## config.mk

```make
export PLATFORM = sky130hd
export DESIGN_NAME = websocket_frame_deframer_top
export DESIGN_NICKNAME = d
export VERILOG_FILES = /design/src/rtl/core/wsd_pkg.sv /design/src/rtl/core/websocket_frame_deframer_top.sv /design/src/rtl/core/wsd_front.sv /design/src/rtl/core/wsd_cmd_fifo.sv /design/src/rtl/core/wsd_back.sv
export SDC_FILE = /design/constraint.sdc
export NUM_CORES = 1
export LEC_CHECK = 0
export BUFFER_PORTS_ARGS = -buffer_cell sky130_fd_sc_hd__clkbuf_2
export CORE_UTILIZATION = 55
export CTS_BUF_LIST = sky130_fd_sc_hd__clkbuf_16
export DETAILED_ROUTE_END_ITERATION = 12
export PLACE_DENSITY = 0.72
export SLEW_MARGIN = 20
export SYNTH_ARGS = -nofsm -noshare
export SYNTH_HDL_FRONTEND = slang
export SYNTH_SLANG_ARGS = --single-unit
export TNS_END_PERCENT = 1
```

## constraint.sdc

```tcl
create_clock -name clk_i -period 6.6 [get_ports clk_i]
set_input_delay 0.33 -clock clk_i [delete_from_list [all_inputs] [get_ports clk_i]]
set_output_delay 0.33 -clock clk_i [all_outputs]
set_load 0.05 [all_outputs]
```

## src/rtl/core/wsd_pkg.sv

```systemverilog
// ----------------------------------------------------------------------------
// WebSocket deframer package
// Shared types and constants for the frame parser, the command queue and
// the result stage.
// ----------------------------------------------------------------------------
package wsd_pkg;

  // Status codes carried on frame_status.
  localparam logic [1:0] StOk    = 2'd0;
  localparam logic [1:0] StClose = 2'd1;
  localparam logic [1:0] StIgn   = 2'd2;
  localparam logic [1:0] StErr   = 2'd3;

  // Opcodes of the first header byte.
  localparam logic [3:0] OpText   = 4'h1;
  localparam logic [3:0] OpBinary = 4'h2;
  localparam logic [3:0] OpClose  = 4'h8;
  localparam logic [3:0] OpPing   = 4'h9;
  localparam logic [3:0] OpPong   = 4'hA;

  // Header bit fields.
  localparam logic [7:0] HdrRsvMask = 8'h70;
  localparam logic [7:0] HdrFinMask = 8'h80;
  localparam logic [7:0] MaskBit    = 8'h80;
  localparam logic [6:0] Len16Code  = 7'h7e;
  localparam logic [6:0] Len64Code  = 7'h7f;

  // Command queue geometry.
  localparam int unsigned CmdDepth = 4;
  localparam int unsigned CmdPtrW  = $clog2(CmdDepth);
  localparam int unsigned CmdCntW  = $clog2(CmdDepth + 1);

  // One classified command from the parser to the result stage.
  typedef struct packed {
    logic       is_status;
    logic [1:0] status;
    logic [7:0] data;
    logic [7:0] key;
    logic       last;
  } cmd_t;

  // Queue status seen by its neighbors.
  typedef struct packed {
    logic full;
    logic not_empty;
  } q_stat_t;

endpackage

```

## src/rtl/core/websocket_frame_deframer_top.sv

```systemverilog
// ----------------------------------------------------------------------------
// WebSocket frame deframer
// Parses client frames one byte at a time and returns unmasked payload
// bytes or a single status per frame.
//
//   Channel  | Handshake        | Fields
//   ---------+------------------+-------------------------------------------
//   input    | push_i / full_o  | data_byte_i, frame_start_i
//   result   | pop_i  / empty_o | result_kind_o, payload_byte_o,
//            |                  | frame_status_o, last_of_frame_o
//
// One byte is taken each cycle while full_o is low; the parser state update
// and the key-byte select fit in that cycle. A result passes through the
// command queue and the output register before it appears.
// Reset clears the parser to idle and empties the queue and output slot.
// A stalled result side fills the four-entry queue, then raises full_o.
// ----------------------------------------------------------------------------
module websocket_frame_deframer_top (
  input  logic       clk_i,
  input  logic       rst_ni,
  input  logic       push_i,
  output logic       full_o,
  input  logic [7:0] data_byte_i,
  input  logic       frame_start_i,
  output logic       empty_o,
  input  logic       pop_i,
  output logic       result_kind_o,
  output logic [7:0] payload_byte_o,
  output logic [1:0] frame_status_o,
  output logic       last_of_frame_o
);
  import wsd_pkg::*;

  logic    accept;
  logic    cmd_valid;
  cmd_t    front_cmd;
  cmd_t    q_cmd;
  q_stat_t q_stat;
  logic    cmd_rd;

  // Input transfer.
  assign full_o = q_stat.full;
  assign accept = push_i && !q_stat.full;

  wsd_front u_front (
    .clk_i         (clk_i),
    .rst_ni        (rst_ni),
    .accept_i      (accept),
    .data_byte_i   (data_byte_i),
    .frame_start_i (frame_start_i),
    .cmd_valid_o   (cmd_valid),
    .cmd_o         (front_cmd)
  );

  wsd_cmd_fifo u_cmd_fifo (
    .clk_i    (clk_i),
    .rst_ni   (rst_ni),
    .wr_i     (cmd_valid),
    .wr_cmd_i (front_cmd),
    .rd_i     (cmd_rd),
    .rd_cmd_o (q_cmd),
    .stat_o   (q_stat)
  );

  wsd_back u_back (
    .clk_i           (clk_i),
    .rst_ni          (rst_ni),
    .q_stat_i        (q_stat),
    .cmd_i           (q_cmd),
    .cmd_rd_o        (cmd_rd),
    .pop_i           (pop_i),
    .empty_o         (empty_o),
    .result_kind_o   (result_kind_o),
    .payload_byte_o  (payload_byte_o),
    .frame_status_o  (frame_status_o),
    .last_of_frame_o (last_of_frame_o)
  );

endmodule

```

## src/rtl/core/wsd_front.sv

```systemverilog
// ----------------------------------------------------------------------------
// WebSocket deframer front end
// Parses the frame header, collects the masking key and classifies each
// byte into a command for the result stage.
// ----------------------------------------------------------------------------
module wsd_front (
  input  logic          clk_i,
  input  logic          rst_ni,
  input  logic          accept_i,
  input  logic [7:0]    data_byte_i,
  input  logic          frame_start_i,
  output logic          cmd_valid_o,
  output wsd_pkg::cmd_t cmd_o
);
  import wsd_pkg::*;

  typedef enum logic [2:0] {
    PhIdle, PhHdr1, PhLenHi, PhLenLo, PhKey, PhPayload
  } phase_e;

  phase_e      phase_q, phase_d;
  logic [7:0]  hdr0_q, hdr0_d;
  logic [15:0] rem_q, rem_d;
  logic [31:0] key_q, key_d;
  logic [1:0]  cnt_q, cnt_d;

  logic [3:0]  op;
  logic [6:0]  len7;
  logic        bad;
  logic [15:0] len_full;
  logic        emit;
  cmd_t        cmd;

  assign op       = hdr0_q[3:0];
  assign len7     = data_byte_i[6:0];
  assign bad      = ((hdr0_q & HdrRsvMask) != 8'h00) || ((hdr0_q & HdrFinMask) == 8'h00) ||
                    ((data_byte_i & MaskBit) == 8'h00);
  assign len_full = rem_q | {8'h00, data_byte_i};

  // Next-state and command classification for one accepted byte.
  always_comb begin
    phase_d       = phase_q;
    hdr0_d        = hdr0_q;
    rem_d         = rem_q;
    key_d         = key_q;
    cnt_d         = cnt_q;
    emit          = 1'b0;
    cmd.is_status = 1'b1;
    cmd.status    = StErr;
    cmd.data      = data_byte_i;
    cmd.key       = key_q[{~cnt_q, 3'b000} +: 8];
    cmd.last      = 1'b1;
    if (frame_start_i) begin
      // A start inside an open frame closes the old frame with an error.
      emit    = (phase_q != PhIdle);
      hdr0_d  = data_byte_i;
      rem_d   = '0;
      key_d   = '0;
      cnt_d   = '0;
      phase_d = PhHdr1;
    end else begin
      case (phase_q)
        PhHdr1: begin
          emit    = 1'b1;
          phase_d = PhIdle;
          if (op == OpText) begin
            if (bad || len7 == Len64Code) begin
              cmd.status = StErr;
            end else if (len7 == Len16Code) begin
              emit    = 1'b0;
              phase_d = PhLenHi;
            end else if (len7 == 7'd0) begin
              cmd.status = StOk;
            end else begin
              emit    = 1'b0;
              rem_d   = {9'd0, len7};
              cnt_d   = '0;
              phase_d = PhKey;
            end
          end else if (bad) begin
            cmd.status = StErr;
          end else if (op inside {OpBinary, OpPing, OpPong}) begin
            cmd.status = StIgn;
          end else if (op == OpClose) begin
            cmd.status = StClose;
          end else begin
            cmd.status = StErr;
          end
        end
        PhLenHi: begin
          rem_d   = {data_byte_i, 8'h00};
          phase_d = PhLenLo;
        end
        PhLenLo: begin
          rem_d = len_full;
          if (len_full == 16'd0) begin
            // An empty text frame finishes on its length.
            emit       = 1'b1;
            cmd.status = StOk;
            phase_d    = PhIdle;
          end else begin
            cnt_d   = '0;
            phase_d = PhKey;
          end
        end
        PhKey: begin
          key_d = {key_q[23:0], data_byte_i};
          cnt_d = cnt_q + 2'd1;
          if (cnt_q == 2'd3) begin
            phase_d = PhPayload;
          end
        end
        PhPayload: begin
          emit          = 1'b1;
          cmd.is_status = 1'b0;
          cmd.status    = StOk;
          cmd.last      = (rem_q <= 16'd1);
          cnt_d         = cnt_q + 2'd1;
          if (rem_q != 16'd0) begin
            rem_d = rem_q - 16'd1;
          end
          if (rem_q <= 16'd1) begin
            phase_d = PhIdle;
          end
        end
        default: begin
          phase_d = PhIdle;
        end
      endcase
    end
  end

  assign cmd_valid_o = accept_i && emit;
  assign cmd_o       = cmd;

  // Parser state, updated on each input transfer.
  always_ff @(posedge clk_i or negedge rst_ni) begin
    if (!rst_ni) begin
      phase_q <= PhIdle;
      hdr0_q  <= '0;
      rem_q   <= '0;
      key_q   <= '0;
      cnt_q   <= '0;
    end else if (accept_i) begin
      phase_q <= phase_d;
      hdr0_q  <= hdr0_d;
      rem_q   <= rem_d;
      key_q   <= key_d;
      cnt_q   <= cnt_d;
    end
  end

endmodule

```

## src/rtl/core/wsd_cmd_fifo.sv

```systemverilog
// ----------------------------------------------------------------------------
// WebSocket deframer command queue
// A short queue of classified commands between the parser and the result
// stage, so each side can stall on its own.
// ----------------------------------------------------------------------------
module wsd_cmd_fifo (
  input  logic             clk_i,
  input  logic             rst_ni,
  input  logic             wr_i,
  input  wsd_pkg::cmd_t    wr_cmd_i,
  input  logic             rd_i,
  output wsd_pkg::cmd_t    rd_cmd_o,
  output wsd_pkg::q_stat_t stat_o
);
  import wsd_pkg::*;

  cmd_t               entry_q [CmdDepth];
  logic [CmdPtrW-1:0] wr_ptr_q;
  logic [CmdPtrW-1:0] rd_ptr_q;
  logic [CmdCntW-1:0] count_q;
  logic               do_wr;
  logic               do_rd;

  assign stat_o.full      = (count_q == CmdCntW'(CmdDepth));
  assign stat_o.not_empty = (count_q != '0);
  assign do_wr            = wr_i && !stat_o.full;
  assign do_rd            = rd_i && stat_o.not_empty;
  assign rd_cmd_o         = entry_q[rd_ptr_q];

  // Entry storage.
  always_ff @(posedge clk_i) begin
    if (do_wr) begin
      entry_q[wr_ptr_q] <= wr_cmd_i;
    end
  end

  // Pointers and fill count.
  always_ff @(posedge clk_i or negedge rst_ni) begin
    if (!rst_ni) begin
      wr_ptr_q <= '0;
      rd_ptr_q <= '0;
      count_q  <= '0;
    end else begin
      if (do_wr) begin
        wr_ptr_q <= wr_ptr_q + CmdPtrW'(1);
      end
      if (do_rd) begin
        rd_ptr_q <= rd_ptr_q + CmdPtrW'(1);
      end
      if (do_wr && !do_rd) begin
        count_q <= count_q + CmdCntW'(1);
      end else if (do_rd && !do_wr) begin
        count_q <= count_q - CmdCntW'(1);
      end
    end
  end

endmodule

```

## src/rtl/core/wsd_back.sv

```systemverilog
// ----------------------------------------------------------------------------
// WebSocket deframer result stage
// Takes commands from the queue, unmasks payload bytes and holds the
// result in an output register until it is popped.
// ----------------------------------------------------------------------------
module wsd_back (
  input  logic             clk_i,
  input  logic             rst_ni,
  input  wsd_pkg::q_stat_t q_stat_i,
  input  wsd_pkg::cmd_t    cmd_i,
  output logic             cmd_rd_o,
  input  logic             pop_i,
  output logic             empty_o,
  output logic             result_kind_o,
  output logic [7:0]       payload_byte_o,
  output logic [1:0]       frame_status_o,
  output logic             last_of_frame_o
);
  import wsd_pkg::*;

  logic       out_valid_q;
  logic       kind_q;
  logic [7:0] payload_q;
  logic [1:0] status_q;
  logic       last_q;
  logic       take;

  // Load a new command whenever the output slot is free or being emptied.
  assign take     = q_stat_i.not_empty && (!out_valid_q || pop_i);
  assign cmd_rd_o = take;

  always_ff @(posedge clk_i or negedge rst_ni) begin
    if (!rst_ni) begin
      out_valid_q <= 1'b0;
    end else if (take) begin
      out_valid_q <= 1'b1;
    end else if (pop_i) begin
      out_valid_q <= 1'b0;
    end
  end

  // Result payload: unmask data bytes, zero the byte of a status result.
  always_ff @(posedge clk_i) begin
    if (take) begin
      kind_q    <= cmd_i.is_status;
      payload_q <= cmd_i.is_status ? 8'h00 : (cmd_i.data ^ cmd_i.key);
      status_q  <= cmd_i.status;
      last_q    <= cmd_i.last;
    end
  end

  assign empty_o         = !out_valid_q;
  assign result_kind_o   = kind_q;
  assign payload_byte_o  = payload_q;
  assign frame_status_o  = status_q;
  assign last_of_frame_o = last_q;

endmodule

```

==> results by group, run 1 <==
Logic synthesis
  – Mapped Avg Cell Area: around 13 um2
  – Net Count, Synth: ~600
  – Top FF cell, synth: edfxtp_1
  – Post-synth EDFFs: 92
  – Synth Warn #: 0
  – Number of synthesized register bits: between 150 and 200
  – Fraction of registers with async set/reset: a little over two fifths
  – Mapped cell area: between 7000 and 8000 um2
  – Synthesized instance count: roughly 560
  – Cell variety after synth: 71
  – Sequential cell area fraction in the yosys report: about three fifths

Die
  – Core ar.: 13300 um2
  – Initial Util: 56.8%
  – Rows: 42
  – Die area: 14300 um2
  – Die width: 119 um
  – Die span in y: between 100 and 150 um
  – # IOs: 27

Global routing
  – Vias in the first global route: approximately 4700
  – Largest net degree at the start of global routing: 70
  – First-pass GRT wire length: between 20000 and 30000 um
  – Initial antenna violation count: 0
  – Grt ovf: 0
  – Total Routing Usage GR: 24.7%

Timing
  – Final min period: around 3000 ps
  – Hold WS: slightly above 100 ps
  – Final setup fails: 0
  – Worst-margin pin slew: a little under 1000 ps
  – Final Hold Fails: 0
  – Tcrit/Tclk final: between 40% and 50%
  – Max Clk Rate: between 0.3 and 0.4 GHz
  – Max-slew violations: 0
  – RSZ-0062 raised after global routing: false
  – Slew headroom: 35.1%
  – Post-route clock skew: 8.04 ps
  – Setup TNS: 0 ps

Finish
  – Final instance area: ~8400 um2
  – # diodes: 0
  – Layout cells sized above 1: between 10% and 20%
  – Most frequent cells in the layout: edfxtp_1 (92), dfrtp_1 (69), nor2_1 (39), xnor2_1 (37), a22o_1 (32)
  – Syn-to-layout area delta: 11.3%
  – Commonest non-fill, non-tap cell in the layout: edfxtp_1
  – Fin nets: 602

Worst setup path
  – CP Capture Type: flip-flop
  – Slowest library cell on the worst path: dfrtp_1
  – CP required: just under 7000 ps
  – Worst-path maximum fanout: 9
  – Critical Path Max Stage Delay: between 400 and 500 ps
  – Most frequent CP cell: xor2_1
  – Sum of buffers and inverters on the critical path: 1
  – Critical path's top delay family: simple AND/OR/NAND/NOR gates
  – CP Cell Sequence: nor4_4 > nand4_4 > o31a_1 > a21oi_4 > ha_1 > inv_1 > fa_1 > xor2_1 > nor2_1 > xor2_1
  – Arrival @ worst endpoint: roughly 3400 ps
  – CP startpoint kind: flip-flop
  – Type of the worst setup path: reg -> reg

CTS
  – CTS Buffer Depth: 2
  – CTS tree: built
  – Hold_buf cts: 0
  – Total clock sinks: 161
  – Root Buffer: clkbuf_16
  – H-tree levels: 4
  – Skew-Pair Late Insertion Delay: 430 ps
  – CTS Buf Count: 17
  – Post-CTS setup buffers: 0
  – Post-CTS resize count: 0
  – Clock slew at reported path FFs: 60 ps

Job
  – Max-capacitance violation count: 0

Pwr
  – Seq pwr share: 41.9%
  – Clock share of power: approximately 28%
  – Worst-case vdd ir drop: approximately 240 uV
  – Sw Ratio: a little over a third
  – Pint: roughly 2.3 mW
  – Logic gate share of total power: ~30%
  – Pwr per Cell Area: around 430 nW/um2
  – Lkg Pwr: approximately 3.2 nW
  – Psw: roughly 1.3 mW

Routing
  – Iter 0 DRT Violations: 391
  – Final wirelength: between 15000 and 20000 um
  – Via count: ~4900
  – Drt wl/cell: approximately 21 um
  – Drt pass-1 iters: 6
  – Vias per cell: 6.32
  – Routed Antenna Nets: 0
  – Residual DRC: 0

Outcome
  – Run status: finished, final reports clean

Placement
  – Gpl congestion: approximately 0.89
  – Post-detail-place hpwl: 10600 um
  – Placed Area: between 7000 and 8000 um2
  – PortBufs: 26

Hold path
  – Hold/Removal Path Class: in -> async
[worst reg2reg max path: stages (launching register included)]
cell     delay, ps
dfrtp_1        480
nor4_4         480
nand4_4        220
o31a_1         380
a21oi_4        230
ha_1           230
inv_1           70
fa_1           430
xor2_1         150
nor2_1         110
xor2_1         160
[area by class of cell]
type | instances | area [um2]
Clock buffer | 17 | 425
Clock inverter | 15 | 183
Fill cell | 1001 | 4910
Inverter | 16 | 60.1
Multi-Input combinational cell | 354 | 2900
Sequential cell | 161 | 4490
Tap cell | 176 | 220
Timing Repair Buffer | 30 | 160
[cell usage after synthesis, drive strengths merged (9+ instances only)]
cell | n | share of area (%)
nand3 | 10 | 0.83
o21ai | 20 | 1.3
mux2 | 15 | 2.3
a21oi | 16 | 1.2
nand2 | 19 | 0.94
nand4 | 9 | 1.0
nor2 | 40 | 2.0
clkbuf | 21 | 1.1
edfxtp | 92 | 36
xnor2 | 37 | 4.3
buf | 11 | 0.78
a22o | 32 | 3.7
nor3 | 17 | 1.2
inv | 15 | 0.74
mux4 | 20 | 5.9
dfrtp | 69 | 23
[power by group through the flow]
stage	Clock, mW	Sequential [mW]	Combinational [mW]
2_1_floorplan	0	1.51	0.816
3_3_place_gp	0	1.52	1.06
3_5_place_dp	0	1.53	1.08
4_1_cts	1.02	1.52	1.08
5_1_grt	1.07	1.55	1.18
6_report	1.01	1.51	1.09
[state kept, by name, summed over array words and instances, names as in the netlist]
name	cells
u_back.result_kind_o	1
u_back.last_of_frame_o	1
u_front.phase_q	3
u_front.key_q	32
u_front.cnt_q	2
u_back.frame_status_o	2
u_back.payload_byte_o	8
u_cmd_fifo.rd_ptr_q	2
u_front.rem_q	16
u_front.hdr0_q	8
u_cmd_fifo.wr_ptr_q	2
u_back.out_valid_q	1
u_cmd_fifo.count_q	3
u_cmd_fifo.entry_q	80
[metal layers]
metal	GRT usage (%)	routed length, um
met2	37.9	7810
met3	5.84	1040
met4	9.06	319
met5	0	0
met1	34.6	7050
[path summary, 6_finish.rpt]
| check | startpoint | end | slack [ps] | depth (start not counted) |
|---|---|---|---|---|
| worst max-delay path | u_front.rem_q[4] | u_cmd_fifo.count_q[2] | 3580 | 10 |
| worst min-delay path | rst_ni | u_front.hdr0_q[4] | 100 | 2 |
| worst max register to register | u_front.rem_q[4] | u_cmd_fifo.count_q[2] | 3580 | 10 |
| worst min register to register | u_front.key_q[29] | u_front.key_q[29] | 510 | 1 |
| max in group asynchronous | rst_ni | u_front.key_q[6] | 5890 | 2 |
| min in group clk_i | pop_i | u_back.out_valid_q | 110 | 2 |
[stage by stage]
step / setup WS (ps) / power [mW] / util [%] / cells
global route: 3360 / 3.79 / 63.2 / 769
finish: 3580 / 3.61 / 63.2 / 769
CTS: 3560 / 3.62 / 63.2 / 769
floorplan: 3360 / 2.33 / - / 563
detailed placement: 3560 / 2.61 / 58.7 / 737
global placement: 3650 / 2.58 / 58.6 / 737
[cell families after synthesis]
kind of cell,after synthesis,synth area share (%)
AOI/OAI and AO/OA,122,12.3
xor gates and xnor gates,41,4.74
adders and majority gates,9,1.58
buffers and inverters,48,2.64
DFF,161,59.2
muxes,36,8.35
and+or+nand+nor,146,11.2
No activity file was read; power rests on OpenSTA's default activity.
==> run 2, diff against run 1 <==
- ABC_AREA: not set -> 1
- clock period: 6.6 -> 2.9 ns (I/O delays scaled with it)
==> run 2 against run 1 <==
Against the previous run:
- sequential share of layout area down 0.17 points
- via count up 20%
- critical path depth up 3
- count of clock-buffer cells in the layout unchanged
==> results by group, run 2 <==
Routing
  – Vias per cell: about 5.7
  – Final wirelength: about 17000 um
  – WL met1: ~7300 um
  – Routed wl met3: 896 um
  – Residual DRC: 0
  – Wire length on met2: a little under 9000 um
  – Via count: 5830
  – DR top layer: met4
  – Iter 0 DRT Violations: around 700
  – Routed Antenna Nets: 0
  – Drt wl/cell: about 17 um
  – Drt pass-1 iters: 7

Outcome
  – Run status: finished, final reports clean

Finish
  – Layout cells sized above 1: about 13%
  – Top Registers: u_cmd_fifo.entry_q (80), u_front.key_q (32), u_front.rem_q (16)
  – Syn-to-layout area delta: 12.2%
  – Commonest non-fill, non-tap cell in the layout: nand2_1
  – # diodes: 0
  – Most frequent cells in the layout: nand2_1 (129), nor2_1 (94), edfxtp_1 (92), inv_1 (83), o21ai_0 (76)
  – Biggest register: u_cmd_fifo.entry_q
  – Largest register FFs: 80
  – Final non-filler cell total: 1016
  – Fin nets: 849

Timing
  – RSZ-0062 raised after global routing: false
  – Worst-margin pin slew: 664 ps
  – Tcrit/Tclk final: slightly above 90%
  – Slew headroom: between 50% and 60%
  – Final setup fails: 0
  – Final min period: 2670 ps
  – Final Hold Fails: 0
  – Hold WS: around 60 ps
  – Post-route clock skew: ~6.5 ps
  – Max Clk Rate: 0.375 GHz
  – Max-slew violations: 0

Pwr
  – Sw Ratio: 37.9%
  – Logic gate share of total power: 34.1%
  – Lkg Pwr: about 3.5 nW
  – Clock share of power: 26.4%
  – Psw: a little under 3 mW
  – Seq pwr share: 39.6%
  – Worst-case vdd ir drop: about 500 uV
  – Pint: 4.76 mW
  – Pwr per Cell Area: approximately 900 nW/um2

Logic synthesis
  – Number of synthesized register bits: between 150 and 200
  – Fraction of registers with async set/reset: 42.9%
  – Top post-synthesis cells by area: edfxtp_1 (37%), dfrtp_1 (23%), nand2_1 (6.4%)
  – Cell variety after synth: 38
  – Mapped cell area: roughly 7500 um2
  – Sequential cell area fraction in the yosys report: about three fifths
  – Net Count, Synth: slightly above 800
  – Top FF cell, synth: edfxtp_1
  – Share of the synthesized area in the top cell type: around 37%
  – Synthesized instance count: just under 800
  – Post-synth top area cell: edfxtp_1
  – Most frequent cells after synthesis: nand2_1 (129), nor2_1 (94), edfxtp_1 (92), inv_1 (80), o21ai_0 (76)
  – Most numerous cell in the Yosys netlist: nand2_1
  – Post-synth EDFFs: ~90
  – Mapped Avg Cell Area: about 9.5 um2
  – Synth Warn #: 0

Global routing
  – Vias in the first global route: ~5600
  – Total Routing Usage GR: 25.8%
  – Largest net degree at the start of global routing: 43
  – Grt ovf: 0
  – Initial antenna violation count: 0
  – First-pass GRT wire length: approximately 28000 um

CTS
  – Total clock sinks: approximately 160
  – CTS Buffer Depth: 2
  – Clock slew at reported path FFs: roughly 60 ps
  – H-tree levels: 4
  – CTS tree: built
  – Root Buffer: clkbuf_16
  – CTS Buf Count: 17
  – Skew-Pair Late Insertion Delay: between 400 and 500 ps

Die
  – Rows: 42
  – Die area: between 10000 and 15000 um2
  – Initial Util: between 50% and 60%
  – # IOs: 27
  – Die width: around 120 um
  – Die span in y: approximately 120 um
  – Core ar.: between 10000 and 15000 um2

Hold path
  – Hold/Removal Path Class: in -> async

Worst setup path
  – Type of the worst setup path: reg -> reg
  – CP Capture Type: flip-flop
  – Arrival @ worst endpoint: 2960 ps
  – CP required: around 3200 ps
  – Worst-path maximum fanout: 6
  – CP startpoint kind: flip-flop

Placement
  – Gpl congestion: 0.941
  – Placed insts: between 900 and 1000
  – PortBufs: 26
  – Post-detail-place hpwl: around 11000 um

Job
  – Max-capacitance violation count: 0
## run 2: changes by cell type after synthesis, sizes merged, moves of 35 or more
cell	previous run	this run
inv	15	92
nand2	19	133
nor2	40	106
o21ai	20	85
o22ai	0	58
xnor2	37	2
## run 2: final cells by class
cell class / instances / area [um2]
Tap cell: 176 / 220
Multi-Input combinational cell: 509 / 2590
Sequential cell: 161 / 4490
Fill cell: 1070 / 4830
Clock inverter: 15 / 104
Clock buffer: 17 / 425
Timing Repair Buffer: 45 / 290
Inverter: 93 / 349
## run 2: power by group through the flow
| stage | Clock [mW] | Combinational, mW | Sequential [mW] |
|---|---|---|---|
| detailed placement | 0 | 2.56 | 3.07 |
| CTS | 2.04 | 2.61 | 3.03 |
| floorplan | 0 | 1.58 | 3.35 |
| global route | 2.15 | 2.85 | 3.06 |
| global placement | 0 | 2.48 | 3.05 |
| finish | 2.02 | 2.61 | 3.03 |
## run 2: metrics by stage
stage	setup TNS (ps)	utilization [%]	worst slack [ps]	total power [mW]	area (um2)
finish	0	63.7	233	7.66	8470
global route	0	63.7	68.8	8.06	8470
CTS	0	63.7	313	7.68	8470
global placement	0	59.5	421	5.53	7920
floorplan	-14610	-	-183	4.93	7540
detailed placement	0	59.5	346	5.63	7920
## run 2: worst paths after layout
check	startpoint	end	slack [ps]	depth (start not counted)
setup / recovery	u_front.phase_q[2]	u_cmd_fifo.count_q[2]	230	13
hold / removal	rst_ni	u_front.key_q[29]	60	2
hold reg to reg	u_front.hdr0_q[4]	u_front.hdr0_q[4]	500	2
setup reg to reg	u_front.phase_q[2]	u_cmd_fifo.count_q[2]	230	13
min in group clk_i	data_byte_i[7]	u_cmd_fifo.entry_q[3][16]	90	1
max in group asynchronous	rst_ni	u_front.phase_q[0]	2100	3
## run 2: metal layers
layer,vias to the layer above,GRT usage [%]
li1,2779,-
met3,37,4.26
met1,2803,33.3
met4,0,11.9
met5,-,0
met2,211,42.7
## run 2: worst max-delay path, cell delays in order (launching register included)
cell	delay, ps
dfrtp_1	440
inv_2	120
nand2_1	70
nor2_1	300
nand4_1	200
nand3_1	120
nand2_1	80
nand2_1	110
ha_1	160
inv_1	70
fa_1	440
a21oi_1	150
o21ai_0	110
xor2_1	160
## run 2: cells by family after synthesis
group | synth area share, %
simple gates | 16.5
compound gates | 15.3
flops | 59.5
buf+inv | 6.42
fa+ha+maj | 1.59
xor+xnor | 0.465
mux | 0.149
## run 2: what timing repair did
item | in CTS | in global routing
resized for setup | 0 | 0
setup endpoints to repair | 0 | 0
setup buffers | 0 | 0
endpoints found under the hold margin | 70 | 0
hold buffers | 2 | 0
==> run 3, diff against run 2 <==
==> constraint.sdc (replaced) <==
create_clock -name clk_i -period 2.9 [get_ports clk_i]
set_input_delay 0.29 -clock clk_i [delete_from_list [all_inputs] [get_ports clk_i]]
set_output_delay 0.29 -clock clk_i [all_outputs]
set_load 0.05 [all_outputs]
==> run 3 against run 2 <==
Against the previous run:
- die area stayed put
- count of clock-buffer cells in the layout unchanged
- maximum frequency increased by 6.8%
- non-clock buffer count up 3
- first-iteration DRC count shrank 20%
- sequential share of layout area is 0.14 points lower
- clock skew increased by 5.8 ps
- worst setup slack better by 170 ps
- largest cell class unchanged
- register-to-register slack improved by 170 ps
- flip-flop and latch count did not move
- global-route usage is 0.071 points lower
- via count decreased by 0.77%
==> results by group, run 3 (synthesized netlist as in run 2, its figures left out) <==
Finish
  – Largest register FFs: 80
  – Biggest register: u_cmd_fifo.entry_q
  – Most frequent cells in the layout: nand2_1 (129), nor2_1 (94), edfxtp_1 (92), inv_1 (84), o21ai_0 (76)
  – Top Registers: u_cmd_fifo.entry_q (80), u_front.key_q (32), u_front.rem_q (16)
  – Syn-to-layout area delta: 12.5%
  – Fin nets: 852
  – Commonest non-fill, non-tap cell in the layout: nand2_1
  – Final instance area: about 8500 um2
  – Layout cells sized above 1: 14.0%
  – # diodes: 0

CTS
  – H-tree levels: 4
  – CTS Buf Count: 17
  – Post-CTS setup buffers: 0
  – Skew-Pair Late Insertion Delay: between 400 and 500 ps
  – Clock slew at reported path FFs: about 60 ps
  – CTS tree: built
  – Hold_buf cts: 1
  – CTS Buffer Depth: 2
  – Post-CTS resize count: 0
  – Total clock sinks: 161
  – Root Buffer: clkbuf_16

Worst setup path
  – Reg2reg start: u_front.rem_q[8]
  – Worst-path maximum fanout: 5
  – Most frequent CP cell: nand2_1
  – Critical path's top delay family: simple AND/OR/NAND/NOR gates
  – CP Capture Type: flip-flop
  – CP startpoint kind: flip-flop
  – Slowest library cell on the worst path: fa_1
  – CP Cell Sequence: inv_2 > nand2_1 > inv_2 > nand2_1 > nor2_2 > nand4_1 > nand3_1 > nand2_1 > nand2_1 > ha_1 > inv_1 > fa_1 > a21oi_1 > o21ai_0 > xor2_1
  – Reg-to-reg critical path endpoint: u_cmd_fifo.count_q[2]
  – R2R Setup Slk: about 400 ps
  – CP required: 3190 ps
  – Arrival @ worst endpoint: about 2800 ps
  – R2R depth: 15
  – Type of the worst setup path: reg -> reg
  – Critical Path Max Stage Delay: around 430 ps
  – Sum of buffers and inverters on the critical path: 3

Routing
  – Iter 0 DRT Violations: 543
  – Drt wl/cell: 16.8 um
  – Vias per cell: 5.68
  – Routed Antenna Nets: 0
  – Via count: approximately 5800
  – Final wirelength: between 15000 and 20000 um
  – Residual DRC: 0
  – Drt pass-1 iters: 5

Pwr
  – Pint: ~4.8 mW
  – Pwr per Cell Area: between 800 and 900 nW/um2
  – Worst-case vdd ir drop: between 300 and 400 uV
  – Total Power: ~7.6 mW
  – Psw: ~2.9 mW
  – Lkg Pwr: approximately 3.5 nW
  – Logic gate share of total power: around a third
  – Sw Ratio: 37.5%
  – Clock share of power: roughly a quarter
  – Seq pwr share: roughly two fifths

Global routing
  – Initial antenna violation count: 0
  – Total Routing Usage GR: between 20% and 30%
  – Grt ovf: 0
  – First-pass GRT wire length: around 28000 um
  – Vias in the first global route: between 5000 and 6000
  – Largest net degree at the start of global routing: 42

Placement
  – Gpl congestion: between 0.9 and 1
  – Post-detail-place hpwl: 11600 um
  – Placed Area: ~7900 um2
  – PortBufs: 26

Hold path
  – WHS Path Cells: 4
  – HP Start: pop_i
  – Hold/Removal Path Class: in -> reg
  – WHS Endpoint: u_back.out_valid_q

Timing
  – Final min period: approximately 2500 ps
  – Slew headroom: between 50% and 60%
  – Post-route clock skew: around 12 ps
  – Max-slew violations: 0
  – RSZ-0062 raised after global routing: false
  – Worst-margin pin slew: between 700 and 800 ps
  – Setup TNS: 0 ps
  – Tcrit/Tclk final: approximately 86%
  – Max Clk Rate: 0.401 GHz
  – Final Hold Fails: 0
  – Final setup fails: 0

Die
  – # IOs: 27
  – Die width: 119 um
  – Core ar.: ~13000 um2
  – Die span in y: between 100 and 150 um
  – Initial Util: a little under three fifths
  – Rows: 42
  – Die area: between 10000 and 15000 um2

Outcome
  – Run status: finished, final reports clean

Job
  – Max-capacitance violation count: 0
run 3: per-layer routing:
metal	routed length, um	track usage [%]	part of all wire [%]
met2	8560	42.9	50
met3	862	4.89	5.0
met1	7460	33.7	44
met4	236	9.02	1.4
met5	0	0	0
run 3: area by class of cell:
| cell class | instances | area (um2) |
|---|---|---|
| timing repair buffer | 48 | 310 |
| inverter | 93 | 349 |
| sequential | 161 | 4490 |
| fill | 1032 | 4810 |
| clock inverter | 15 | 106 |
| clock buffer | 17 | 425 |
| multi-input combinational | 509 | 2590 |
| tap | 176 | 220 |
run 3: worst max-delay path by stage:
stage | slack, ps | cells after the start | startpoint | endpoint
floorplan | -180 | 7 | u_cmd_fifo.count_q[2] | u_cmd_fifo.entry_q[0][0]
global placement | 420 | 16 | data_byte_i[4] | u_cmd_fifo.count_q[2]
detailed placement | 380 | 16 | data_byte_i[4] | u_cmd_fifo.count_q[2]
CTS | 400 | 15 | u_front.rem_q[8] | u_cmd_fifo.count_q[2]
global route | 160 | 13 | u_front.rem_q[13] | u_cmd_fifo.count_q[2]
finish | 400 | 15 | u_front.rem_q[8] | u_cmd_fifo.count_q[2]
run 3: worst register-to-register path, stage by stage, from the launching register on:
cell and delay (ps):
dfrtp_1 390, inv_2 90, nand2_1 70, inv_2 60, nand2_1 70, nor2_2 210, nand4_1 130, nand3_1 110
nand2_1 70, nand2_1 100, ha_1 150, inv_1 70, fa_1 430, a21oi_1 140, o21ai_0 110, xor2_1 160
run 3: power by group through the flow:
stage | sequential [mW] | combinational (mW) | clock (mW)
CTS | 3.04 | 2.56 | 2.04
global route | 3.08 | 2.83 | 2.13
floorplan | 3.35 | 1.58 | 0
global placement | 3.07 | 2.50 | 0
finish | 3.05 | 2.56 | 2.02
detailed placement | 3.08 | 2.55 | 0
run 3: stage by stage:
step	instances	hold WS [ps]	worst slack, ps	util, %
floorplan	791	-5.59	-183	-
global placement	986	375	424	59.8
detailed placement	986	391	376	59.8
CTS	1019	107	401	63.8
global route	1019	143	164	63.8
finish	1019	121	403	63.8
